==> src/sv/mzx_pkg.sv <==
// mzx_pkg: shared types and constants for the maze explorer core.
// No dependencies.
`timescale 1ns / 1ps
package mzx_pkg;
   localparam int HistDepth = 128;
   localparam int PathDepth = 256;
   localparam int HistAw = $clog2(HistDepth);
   localparam int PathAw = $clog2(PathDepth);
   localparam int HistCw = $clog2(HistDepth + 1);
   localparam int PathCw = $clog2(PathDepth + 1);

   localparam logic [1:0] TURN_S = 2'd0;
   localparam logic [1:0] TURN_R = 2'd1;
   localparam logic [1:0] TURN_B = 2'd2;
   localparam logic [1:0] TURN_L = 2'd3;

   localparam logic [1:0] REG_SIDE = 2'd0;
   localparam logic [1:0] REG_STRAIGHT = 2'd1;
   localparam logic [1:0] REG_GOAL = 2'd2;

   localparam logic OP_EVENT = 1'b0;
   localparam logic OP_READ = 1'b1;

   // one history record travelling down the cell chain
   typedef struct packed {
      logic       valid;
      logic [1:0] heading;
      logic [7:0] north;
      logic [7:0] east;
   } hist_rec_type;

   typedef struct packed {
      logic       shift;
      logic       load;
      logic       clear_hits;
      logic [1:0] heading;
      logic [7:0] north;
      logic [7:0] east;
   } hist_ctl_type;

   function automatic logic [7:0] sat_step(input logic [7:0] v, input logic up);
      logic [7:0] r;
      r = v;
      if (up && v != 8'h7f) r = v + 8'd1;
      if (!up && v != 8'h80) r = v - 8'd1;
      return r;
   endfunction
endpackage

==> src/sv/maze_explorer_with_path_reduction_core.sv <==
// maze_explorer_with_path_reduction_core: top level, event sequencer + path store.
// Depends on mzx_pkg, mzx_hist_chain, mzx_ram.
// Sequence, start to rsp_valid: goal and ignored events go straight to done, reads wait on
// the RAM, moves turn, compare, push, then check the path when it holds 3 or more and fold it on a back turn.
// Throughput: one transaction at a time; busy high until the rsp_valid cycle.
// Reset: synchronous; sets position, heading, thresholds to defaults, clears counts, history valid bits.
`timescale 1ns / 1ps
module maze_explorer_with_path_reduction_core (
   input  logic        clock,
   input  logic        reset,
   input  logic        start,
   output logic        busy,
   input  logic        req_operation,
   input  logic [9:0]  req_outer_left,
   input  logic [9:0]  req_inner_left,
   input  logic [9:0]  req_center_sensor,
   input  logic [9:0]  req_inner_right,
   input  logic [9:0]  req_outer_right,
   input  logic [7:0]  req_path_index,
   output logic        rsp_valid,
   output logic [1:0]  rsp_turn_code,
   output logic        rsp_goal_reached,
   output logic        rsp_ignored,
   output logic [1:0]  rsp_heading,
   output logic signed [7:0] rsp_north_pos,
   output logic signed [7:0] rsp_east_pos,
   output logic        rsp_right_hand_mode,
   output logic [8:0]  rsp_stored_length,
   output logic        rsp_path_full,
   output logic [1:0]  rsp_path_entry,
   input  logic        psel,
   input  logic        penable,
   input  logic        pwrite,
   input  logic [3:0]  paddr,
   input  logic [31:0] pwdata,
   output logic [31:0] prdata,
   output logic        pready
);
   typedef enum logic [3:0] {
      S_IDLE, S_READ, S_READ_W, S_MOVE, S_CMP, S_PUSH, S_RD1, S_RD2, S_RD2_W,
      S_FOLD, S_DONE
   } state_type;

   state_type state_ff;
   logic [9:0] side_ff, straight_ff, goal_ff;
   logic [1:0] heading_ff, turn_ff, entry_ff, t1_ff;
   logic [7:0] north_ff, east_ff;
   logic [mzx_pkg::HistCw-1:0] hcount_ff;
   logic [mzx_pkg::PathCw-1:0] tcount_ff;
   logic rh_ff, finished_ff, ign_ff, full_ff;
   logic [mzx_pkg::PathAw-1:0] idx_ff;
   logic op_ff;
   logic [9:0] ol_ff, il_ff, cs_ff, ir_ff, or_ff;

   logic ram_we;
   logic [mzx_pkg::PathAw-1:0] ram_addr;
   logic [1:0] ram_wdata, ram_rdata;
   mzx_pkg::hist_ctl_type hctl;
   logic odd_hits;

   mzx_ram #(.Width(2), .Depth(mzx_pkg::PathDepth)) u_path (
      .clock, .we(ram_we), .addr(ram_addr), .wdata(ram_wdata), .rdata(ram_rdata)
   );
   mzx_hist_chain u_hist (.clock, .reset, .ctl(hctl), .odd_hits);

   assign pready = 1'b1;
   assign busy = state_ff != S_IDLE;
   always_comb begin
      unique case (paddr[3:2])
         mzx_pkg::REG_SIDE:     prdata = {22'd0, side_ff};
         mzx_pkg::REG_STRAIGHT: prdata = {22'd0, straight_ff};
         mzx_pkg::REG_GOAL:     prdata = {22'd0, goal_ff};
         default:               prdata = 32'd0;
      endcase
   end

   always_comb begin
      hctl.shift = state_ff == S_PUSH && hcount_ff < mzx_pkg::HistCw'(mzx_pkg::HistDepth);
      hctl.load = 1'b0;
      hctl.clear_hits = 1'b0;
      hctl.heading = heading_ff;
      hctl.north = north_ff;
      hctl.east = east_ff;
      ram_we = 1'b0;
      ram_addr = idx_ff;
      ram_wdata = turn_ff;
      unique case (state_ff)
         S_PUSH: begin
            ram_we = tcount_ff < mzx_pkg::PathCw'(mzx_pkg::PathDepth);
            ram_addr = tcount_ff[mzx_pkg::PathAw-1:0];
         end
         S_RD1: ram_addr = tcount_ff[mzx_pkg::PathAw-1:0] - mzx_pkg::PathAw'(2);
         S_RD2: ram_addr = tcount_ff[mzx_pkg::PathAw-1:0] - mzx_pkg::PathAw'(3);
         S_FOLD: begin
            ram_we = 1'b1;
            ram_addr = tcount_ff[mzx_pkg::PathAw-1:0] - mzx_pkg::PathAw'(3);
            ram_wdata = turn_ff + mzx_pkg::TURN_B + t1_ff;
         end
         default: ;
      endcase
   end

   logic lft, rgt, str;
   logic [1:0] choice;
   assign lft = ol_ff > side_ff;
   assign rgt = or_ff > side_ff;
   assign str = il_ff > straight_ff || cs_ff > straight_ff || ir_ff > straight_ff;
   always_comb begin
      if (rh_ff) choice = rgt ? mzx_pkg::TURN_R : str ? mzx_pkg::TURN_S :
                          lft ? mzx_pkg::TURN_L : mzx_pkg::TURN_B;
      else choice = lft ? mzx_pkg::TURN_L : str ? mzx_pkg::TURN_S :
                    rgt ? mzx_pkg::TURN_R : mzx_pkg::TURN_B;
   end

   always_ff @(posedge clock) begin
      if (reset) begin
         state_ff <= S_IDLE;
         side_ff <= 10'd100;
         straight_ff <= 10'd200;
         goal_ff <= 10'd600;
         heading_ff <= 2'd1;
         north_ff <= 8'd1;
         east_ff <= 8'd0;
         hcount_ff <= '0;
         tcount_ff <= '0;
         rh_ff <= 1'b0;
         finished_ff <= 1'b0;
         rsp_valid <= 1'b0;
      end else begin
         rsp_valid <= 1'b0;
         if (psel && penable && pwrite) begin
            unique case (paddr[3:2])
               mzx_pkg::REG_SIDE:     side_ff <= pwdata[9:0];
               mzx_pkg::REG_STRAIGHT: straight_ff <= pwdata[9:0];
               mzx_pkg::REG_GOAL:     goal_ff <= pwdata[9:0];
               default: ;
            endcase
         end
         unique case (state_ff)
            S_IDLE: if (start) begin
               op_ff <= req_operation;
               ol_ff <= req_outer_left;
               il_ff <= req_inner_left;
               cs_ff <= req_center_sensor;
               ir_ff <= req_inner_right;
               or_ff <= req_outer_right;
               idx_ff <= req_path_index[mzx_pkg::PathAw-1:0];
               turn_ff <= mzx_pkg::TURN_S;
               ign_ff <= 1'b0;
               full_ff <= 1'b0;
               entry_ff <= 2'd0;
               state_ff <= req_operation == mzx_pkg::OP_READ ? S_READ : S_MOVE;
            end
            S_READ: state_ff <= S_READ_W;
            S_READ_W: begin
               if ({1'b0, idx_ff} < tcount_ff) entry_ff <= ram_rdata;
               state_ff <= S_DONE;
            end
            S_MOVE: begin
               if (finished_ff) begin
                  ign_ff <= 1'b1;
                  state_ff <= S_DONE;
               end else if (il_ff > goal_ff && cs_ff > goal_ff && ir_ff > goal_ff) begin
                  finished_ff <= 1'b1;
                  state_ff <= S_DONE;
               end else begin
                  turn_ff <= choice;
                  heading_ff <= heading_ff - choice;
                  unique case (2'(heading_ff - choice))
                     2'd0: east_ff <= mzx_pkg::sat_step(east_ff, 1'b1);
                     2'd1: north_ff <= mzx_pkg::sat_step(north_ff, 1'b1);
                     2'd2: east_ff <= mzx_pkg::sat_step(east_ff, 1'b0);
                     default: north_ff <= mzx_pkg::sat_step(north_ff, 1'b0);
                  endcase
                  state_ff <= S_CMP;
               end
            end
            S_CMP: begin
               rh_ff <= odd_hits;
               state_ff <= S_PUSH;
            end
            S_PUSH: begin
               if (hcount_ff < mzx_pkg::HistCw'(mzx_pkg::HistDepth))
                  hcount_ff <= hcount_ff + 1'b1;
               if (tcount_ff < mzx_pkg::PathCw'(mzx_pkg::PathDepth)) begin
                  tcount_ff <= tcount_ff + 1'b1;
                  state_ff <= S_RD1;
               end else begin
                  full_ff <= 1'b1;
                  state_ff <= S_DONE;
               end
            end
            S_RD1: state_ff <= tcount_ff < mzx_pkg::PathCw'(3) ? S_DONE : S_RD2;
            S_RD2: state_ff <= S_RD2_W;
            S_RD2_W: begin
               // t1_ff holds the entry before the newest one
               if (t1_ff == mzx_pkg::TURN_B) begin
                  state_ff <= S_FOLD;
               end else begin
                  state_ff <= S_DONE;
               end
            end
            S_FOLD: begin
               tcount_ff <= tcount_ff - mzx_pkg::PathCw'(2);
               state_ff <= S_DONE;
            end
            S_DONE: begin
               rsp_valid <= 1'b1;
               state_ff <= S_IDLE;
            end
            default: state_ff <= S_IDLE;
         endcase
      end
   end

   assign rsp_turn_code = turn_ff;
   assign rsp_goal_reached = finished_ff;
   assign rsp_ignored = ign_ff;
   assign rsp_heading = heading_ff;
   assign rsp_north_pos = north_ff;
   assign rsp_east_pos = east_ff;
   assign rsp_right_hand_mode = rh_ff;
   assign rsp_stored_length = 9'(tcount_ff);
   assign rsp_path_full = full_ff;
   assign rsp_path_entry = entry_ff;
   logic unused;
   assign unused = op_ff ^ hctl.load ^ hctl.clear_hits;
   always_ff @(posedge clock) t1_ff <= ram_rdata;
endmodule

==> src/sv/mzx_ram.sv <==
// mzx_ram: generic single-port RAM with registered read.
// No dependencies.
`timescale 1ns / 1ps
module mzx_ram #(
   parameter int Width = 2,
   parameter int Depth = 256
) (
   input  logic                     clock,
   input  logic                     we,
   input  logic [$clog2(Depth)-1:0] addr,
   input  logic [Width-1:0]         wdata,
   output logic [Width-1:0]         rdata
);
   logic [Width-1:0] mem [Depth];
   always_ff @(posedge clock) begin
      if (we) mem[addr] <= wdata;
      rdata <= mem[addr];
   end
endmodule

==> src/sv/mzx_hist_cell.sv <==
// mzx_hist_cell: one history cell; holds a record, passes it on, compares it.
// Depends on mzx_pkg.
`timescale 1ns / 1ps
module mzx_hist_cell (
   input  logic                  clock,
   input  logic                  reset,
   input  mzx_pkg::hist_ctl_type ctl,
   input  mzx_pkg::hist_rec_type rec_prev,
   output mzx_pkg::hist_rec_type rec_out,
   input  logic                  parity_prev,
   output logic                  parity_out
);
   mzx_pkg::hist_rec_type rec_ff;
   logic match;
   assign match = rec_ff.valid && rec_ff.heading == ctl.heading
                  && rec_ff.north == ctl.north && rec_ff.east == ctl.east;
   assign rec_out = rec_ff;
   assign parity_out = parity_prev ^ match;
   always_ff @(posedge clock) begin
      if (reset) begin
         rec_ff.valid <= 1'b0;
      end else if (ctl.shift) begin
         rec_ff <= rec_prev;
      end
   end
endmodule

==> src/sv/mzx_hist_chain.sv <==
// mzx_hist_chain: row of history cells; new records enter cell 0 and shift.
// Depends on mzx_pkg, mzx_hist_cell.
`timescale 1ns / 1ps
module mzx_hist_chain (
   input  logic                  clock,
   input  logic                  reset,
   input  mzx_pkg::hist_ctl_type ctl,
   output logic                  odd_hits
);
   mzx_pkg::hist_rec_type recs [mzx_pkg::HistDepth+1];
   logic par [mzx_pkg::HistDepth+1];
   assign recs[0] = '{valid: 1'b1, heading: ctl.heading, north: ctl.north,
                      east: ctl.east};
   assign par[0] = 1'b0;
   for (genvar g = 0; g < mzx_pkg::HistDepth; g++) begin : g_cell
      mzx_hist_cell u_cell (
         .clock, .reset, .ctl,
         .rec_prev(recs[g]), .rec_out(recs[g+1]),
         .parity_prev(par[g]), .parity_out(par[g+1])
      );
   end
   assign odd_hits = par[mzx_pkg::HistDepth];
endmodule

==> config.mk <==
export PLATFORM = sky130hd
export DESIGN_NAME = maze_explorer_with_path_reduction_core
export DESIGN_NICKNAME = d
export VERILOG_FILES = /design/src/sv/mzx_pkg.sv /design/src/sv/maze_explorer_with_path_reduction_core.sv /design/src/sv/mzx_ram.sv /design/src/sv/mzx_hist_cell.sv /design/src/sv/mzx_hist_chain.sv
export SDC_FILE = /design/constraint.sdc
export NUM_CORES = 2
export LEC_CHECK = 0
export ABC_AREA = 1
export BUFFER_PORTS_ARGS = -buffer_cell sky130_fd_sc_hd__buf_4
export CAP_MARGIN = 10
export CORE_ASPECT_RATIO = 1.1
export CORE_MARGIN = 2
export CORE_UTILIZATION = 43
export CTS_CLUSTER_DIAMETER = 150
export CTS_CLUSTER_SIZE = 40
export DETAILED_ROUTE_END_ITERATION = 7
export PLACE_DENSITY_LB_ADDON = 0.08
export SLEW_MARGIN = 20
export SYNTH_ARGS = -nofsm -noshare
export SYNTH_HDL_FRONTEND = slang
export SYNTH_SLANG_ARGS = --single-unit
==> constraint.sdc <==
create_clock -name clock -period 160.4 [get_ports clock]
set_clock_uncertainty 0.1 [all_clocks]
set_input_delay 16.04 -clock clock [delete_from_list [all_inputs] [get_ports clock]]
set_output_delay 16.04 -clock clock [all_outputs]
set_load 0.005 [all_outputs]
Word-level counts from Yosys, hierarchy flattened. Memory sizes are Yosys's and may differ from the RTL's. A register that Yosys moved wholly into a read port is not among the register bits. Index checks and enable logic that the tools add are counted.

Add/subtract/negate cells: 12. $lt $le $gt $ge: 12. Equal/unequal tests: 413. Multiplexer cells: 43. Bitwise gates (word level): 131. Reduce and logical (&&, ||, !) cells: 418.

Operators with widths (count): 8-bit equality test (256); 1-bit logical AND (389); 2-bit equality test (128); 1-bit XOR (127); 10-bit > comparator (8); 4-bit case mux with 9 select lines (1); 8-bit 2-to-1 mux (4); 8-bit case mux with 2 select lines (2); 10-bit case mux with 3 select lines (1); 2-bit 2-to-1 mux (13); 8-bit by 1-bit adder with 8-bit output (second input constant) (3); 8-bit case mux with 3 select lines (1); 4-bit 2-to-1 mux (5); 2-bit inequality test (second input constant) (9); 9-bit case mux with 2 select lines (1); 4-bit by 3-bit equality test with 1-bit output (second input constant) (4); 8-bit by 7-bit inequality test with 1-bit output (second input constant) (2); 8-bit inequality test (second input constant) (2); 8-bit by 1-bit subtractor with 8-bit output (second input constant) (2); 8-bit by 2-bit subtractor with 8-bit output (second input constant) (2); 4-bit equality test (second input constant) (3); 2-bit AND reduction (6); 4-bit AND reduction (3); 6-bit AND reduction (2); 27 further kinds (55).

Register bits after elaboration: 2570. Memory bits (writable): 512. Bits of input ports: 101. Output and inout port bits: 70. Memories kept: 1.

Memory list: u_path.mem (depth 256, bits a word 2, rd ports 1, clocked after memory_dff 1, write ports 1, RTL line mzx_ram.sv:14) `logic [Width-1:0] mem [Depth];`.

Depth between registers and ports, before layout.
Depth after elaboration: 131. Depth in mapped cells: 33. Depth with buffers taken out: 32.

Hierarchy. A second synthesis with hierarchy kept.

Cell total of the unflattened synthesis: 17938. Area, all modules: 152328.6 sq um.

By module, submodules not included: mzx_hist_cell (instances 128, cells an instance 114, area each 947.2 sq um, seq. area each 560.5 sq um); mzx_ram (instances 1, cells an instance 2295, area each 22330.2 sq um, seq. area each 15414.8 sq um); maze_explorer_with_path_reduction_core (instances 1, cells an instance 1049, area each 8754.6 sq um, seq. area each 3403.3 sq um); mzx_hist_chain (instances 1, cells an instance 2, area each 7.5 sq um, seq. area each 0.0 sq um).

Worst setup path after synthesis. Ideal clock, no wire load.

Path kind: input to register. Start point: input reset. End point: register u_hist.g_cell[0].u_cell.rec_ff, in the netlist u_hist.g_cell[0].u_cell.rec_out[0], enable pin. Library setup time: 5064 ps. Arrival: 111714 ps. Data required time: 155236 ps. Path slack: 43521 ps. Stages on the path: 3. Buffers on the path: 2. Path through: clkbuf_1 clkbuf_1 nor2_1.

Cells in the longest elaborated chain, start to end: 2.

RTL lines: start: declaration (RTL line maze_explorer_with_path_reduction_core.sv:10) `input logic reset,`; 1-bit NOT (no line); 2-bit AND reduction (no line); end signal: assignment (RTL line mzx_hist_cell.sv:23) `rec_ff <= rec_prev;`; end: declaration (RTL line mzx_hist_cell.sv:13) `mzx_pkg::hist_rec_type rec_ff;`.

No other way between the ends. A chain may end at the register's enable or synchronous reset.

Worst setup path after layout.
Start point: input paddr[3]. End point: output prdata[6].

Cells in the longest elaborated chain, start to end: 2.

RTL lines: start: declaration (RTL line maze_explorer_with_path_reduction_core.sv:34) `input logic [3:0] paddr,`; 2-bit equality test, or another cell as far along (RTL line maze_explorer_with_path_reduction_core.sv:69) `unique case (paddr[3:2])`; 10-bit case mux with 3 select lines (*) (RTL line maze_explorer_with_path_reduction_core.sv:69); end: declaration (RTL line maze_explorer_with_path_reduction_core.sv:36) `output logic [31:0] prdata,`.

Every way passes the cells marked *; elsewhere a longest branch is shown, timed or not.

==> impl_metrics.py <==
metrics = {
    "cts": {
        "cts_setup_buffers": 0,
        "max-clock-path-buffers": 4,
        "postCtsHoldBufs": 0,
        "htree_levels": 3,
        "cts_root_buf": "clkbuf_16",
        "clkSlewWorstSetupHoldPaths_ns": 0.15,
        "cts_buffers": 91,
        "cts_resized": 0,
        "cts_tree": "done",
        "clk_latency_ns": 0.92,
        "clock-sinks": 3084,
    },
    "routing": {
        "drtPass1Iterations": 6,
        "detail-route-antenna-nets": 0,
        "routedWlPerCell_um": 25.8,
        "drt-initial-drc-count": 10565,
        "routed_wirelength_um": 435000,
        "via_per_inst": 5.58,
        "vias": 94027,
        "drc_errors": 0,
    },
    "layout": {
        "largest_register_ff_count": 2432,
        "fin_cells": 16842,
        "areaGrowthSynthToFinish_pct": 4.83,
        "drive_above_1_share_pct": 4.96,
        "nets": 12663,
    },
    "timing": {
        "final-hold-violation-count": 0,
        "period_share_pct": 20.8,
        "setup_ws_ns": 127.10,
        "max_freq_ghz": 0.0300,
        "tightestPinTransition_ns": 1.19,
        "setup_violations": 0,
        "tns_ns": 0,
        "fin_crit_ns": 33.30,
        "rsz0062_at_grt": "false",
        "maxSlewHeadroom_pct": 20.7,
        "drv_slew": 0,
        "hold_ws_ns": 0.286,
    },
    "power": {
        "ir_worst_vdd_uv": 9.75,
        "powerDensity_nw_per_um2": 10.4,
        "leakage_nw": 52.1,
    },
    "placed_design": {
        "post-dp-hpwl_um": 272000,
        "pre_cts_ws_ns": 127.11,
        "gp_congestion": 0.863,
        "dpl.cell_count": 16667,
        "port_buffers": 123,
    },
    "grt": {
        "gr-total-overflow": 0,
        "track_usage_pct": 25.7,
        "grt_pass1_wl_um": 624000,
        "antenna_found_initial": 12,
        "grt_max_degree": 256,
        "grt_pass1_vias": 89720,
    },
    "critical_path": {
        "arrival_ns": 17.16,
        "reg2reg_slack_ns": 153.53,
        "start_kind": "input pin",
        "cp-end-kind": "output port",
        "path_cells": "buf_4 > nor2_1 > nand2_1 > o221ai_1 > buf_4",
        "r2r-start": "state_ff[2]$_SDFFE_PP0P_",
        "worst-r2r-cell-count": 14,
        "timing.critical_path.slowest_stage_cell": "nor2_1",
        "slowest_delay_ns": 0.54,
        "crit_buf_inv": 2,
        "crit_required_ns": 144.26,
        "worstSetupStartpoint": "paddr[3]",
        "critPathMaxFanout": 11,
        "worst-path-stages": 5,
        "path_class": "in -> out",
        "timing.critical_path.mode_cell": "buf_4",
        "critPathTopFamily": "simple AND/OR/NAND/NOR gates",
    },
    "logic_synthesis": {
        "yosysUniqueCellTypes": 67,
        "ys_ff_latch": 3084,
        "synth_edf_count": 2880,
        "ys_warn_count": 0,
        "synthCells": 12696,
        "synth_seq_area_share_pct": 65.0,
        "synth-async-reset-ratio_pct": 0,
        "ys.flop_type": "edfxtp_1",
        "synth_area_per_cell_um2": 11.0,
        "syn_area_um2": 139000,
    },
    "run": {
        "drv_cap": 0,
    },
    "floorplanning": {
        "die_w_um": 547,
        "dieArea_um2": 328000,
        "core_um2": 323000,
        "io_pins": 171,
        "rows": 219,
        "initial_core_util_pct": 43.1,
        "die_h_um": 601,
    },
    "min_path": {
        "hold_class": "reg -> reg",
        "hold_path_depth": 0,
        "hold_start": "u_path.rdata[1]$_DFF_P_",
    },
    "status": {
        "status": "finished clean",
    },
}
-- layout make-up --
| cell class | instances | area, um2 |
|---|---|---|
| inverter | 979 | 3800 |
| sequential | 3084 | 90600 |
| multi-input combinational | 8006 | 41000 |
| timing repair buffer | 292 | 2410 |
| antenna | 8 | 20.0 |
| fill | 29913 | 177000 |
| tap | 4309 | 5390 |
| clock inverter | 2 | 40.0 |
| clock buffer | 162 | 2630 |
-- metal layers --
layer	vias up	wire, um	track usage, %
met5	-	0	0
met4	0	15000	8.13
met3	581	25300	2.61
met2	3285	210000	43.4
met1	47063	185000	34.9
li1	43098	-	-
-- placed cells by master (no fill, tap or decap), types with 127 or more instances in the layout --
| master | instances |
|---|---|
| nand4_1 | 137 |
| or2_2 | 130 |
| o211ai_1 | 150 |
| buf_4 | 275 |
| o22ai_1 | 229 |
| edfxtp_1 | 2880 |
| a21oi_1 | 326 |
| a22oi_1 | 127 |
| xor2_1 | 476 |
| dfxtp_1 | 186 |
| o21ai_0 | 892 |
| nand3_1 | 441 |
| xnor2_1 | 280 |
| nand2_1 | 2700 |
| nor2_1 | 1420 |
| inv_1 | 928 |
-- report_power, final --
group | switching (mW) | internal [mW] | leakage [nW]
clock network | 0.241 | 0.114 | 1.27
logic | 0.181 | 0.0658 | 23.3
registers | 0.0131 | 0.899 | 27.6
-- per-stage QoR --
| stage | area, um2 | total power, mW | util (%) |
|---|---|---|---|
| final | 146000 | 1.51 | 45.2 |
| after floorplan | 139000 | 1.12 | - |
| after global placement | 143000 | 1.17 | 44.4 |
| after CTS | 146000 | 1.53 | 45.2 |
| after global routing | 146000 | 1.57 | 45.2 |
| after detailed placement | 143000 | 1.18 | 44.4 |
-- Yosys cell counts (5+ instances only) --
cell,n,area (um2)
a41oi_1,7,61.3
buf_2,251,1260
a211oi_1,29,218
edfxtp_1,2880,86500
nand2_1,2702,10100
xor2_1,476,4170
inv_2,34,128
nor3_1,101,505
nand3_1,441,2210
o21ai_1,81,405
o22ai_1,229,1430
a22oi_1,127,953
nor2_1,1425,5350
or2_2,130,813
o221ai_1,19,166
a22o_1,53,464
nor2b_1,6,37.5
nor2_2,7,43.8
nor4_1,56,350
o21a_1,10,75.1
buf_4,146,1100
xnor2_1,281,2460
clkbuf_1,138,518
a21oi_1,326,1630
o21bai_1,6,45.0
nand3b_1,16,120
clkinv_1,7,26.3
nand4_1,137,857
a221oi_1,58,508
inv_4,8,50.1
a31oi_1,5,31.3
o2111ai_1,20,175
dfxtp_1,204,4080
or2_0,5,31.3
or2_1,30,188
ha_1,106,1330
buf_1,6,22.5
o21ai_0,892,4460
inv_1,930,3490
buf_6,106,1190
o211ai_1,150,1130
-- final timing paths --
path                                                                endpoint
worst min-delay path                                        t1_ff[1]$_DFF_P_
worst max-delay path                                               prdata[6]
worst max register to register  u_hist.g_cell[0].u_cell.rec_out[6]$_DFFE_PP_
worst min register to register                              t1_ff[1]$_DFF_P_
-- kinds of logic (layout without fill, tap and decap cells) --
group                    after synthesis  in the layout  share of synthesized area [%]
AO/OA/AOI/OAI                       2037           2037                           8.63
XOR/XNOR                             757            757                           4.76
adder cells (fa/ha/maj)              108            108                          0.981
buffers and inverters               1627           1435                           5.60
flip-flops                          3084           3084                           65.0
other                                  2             31                        0.00539
AND/OR/NAND/NOR                     5081           5081                           15.0
(Power assumes the default switching activity.)
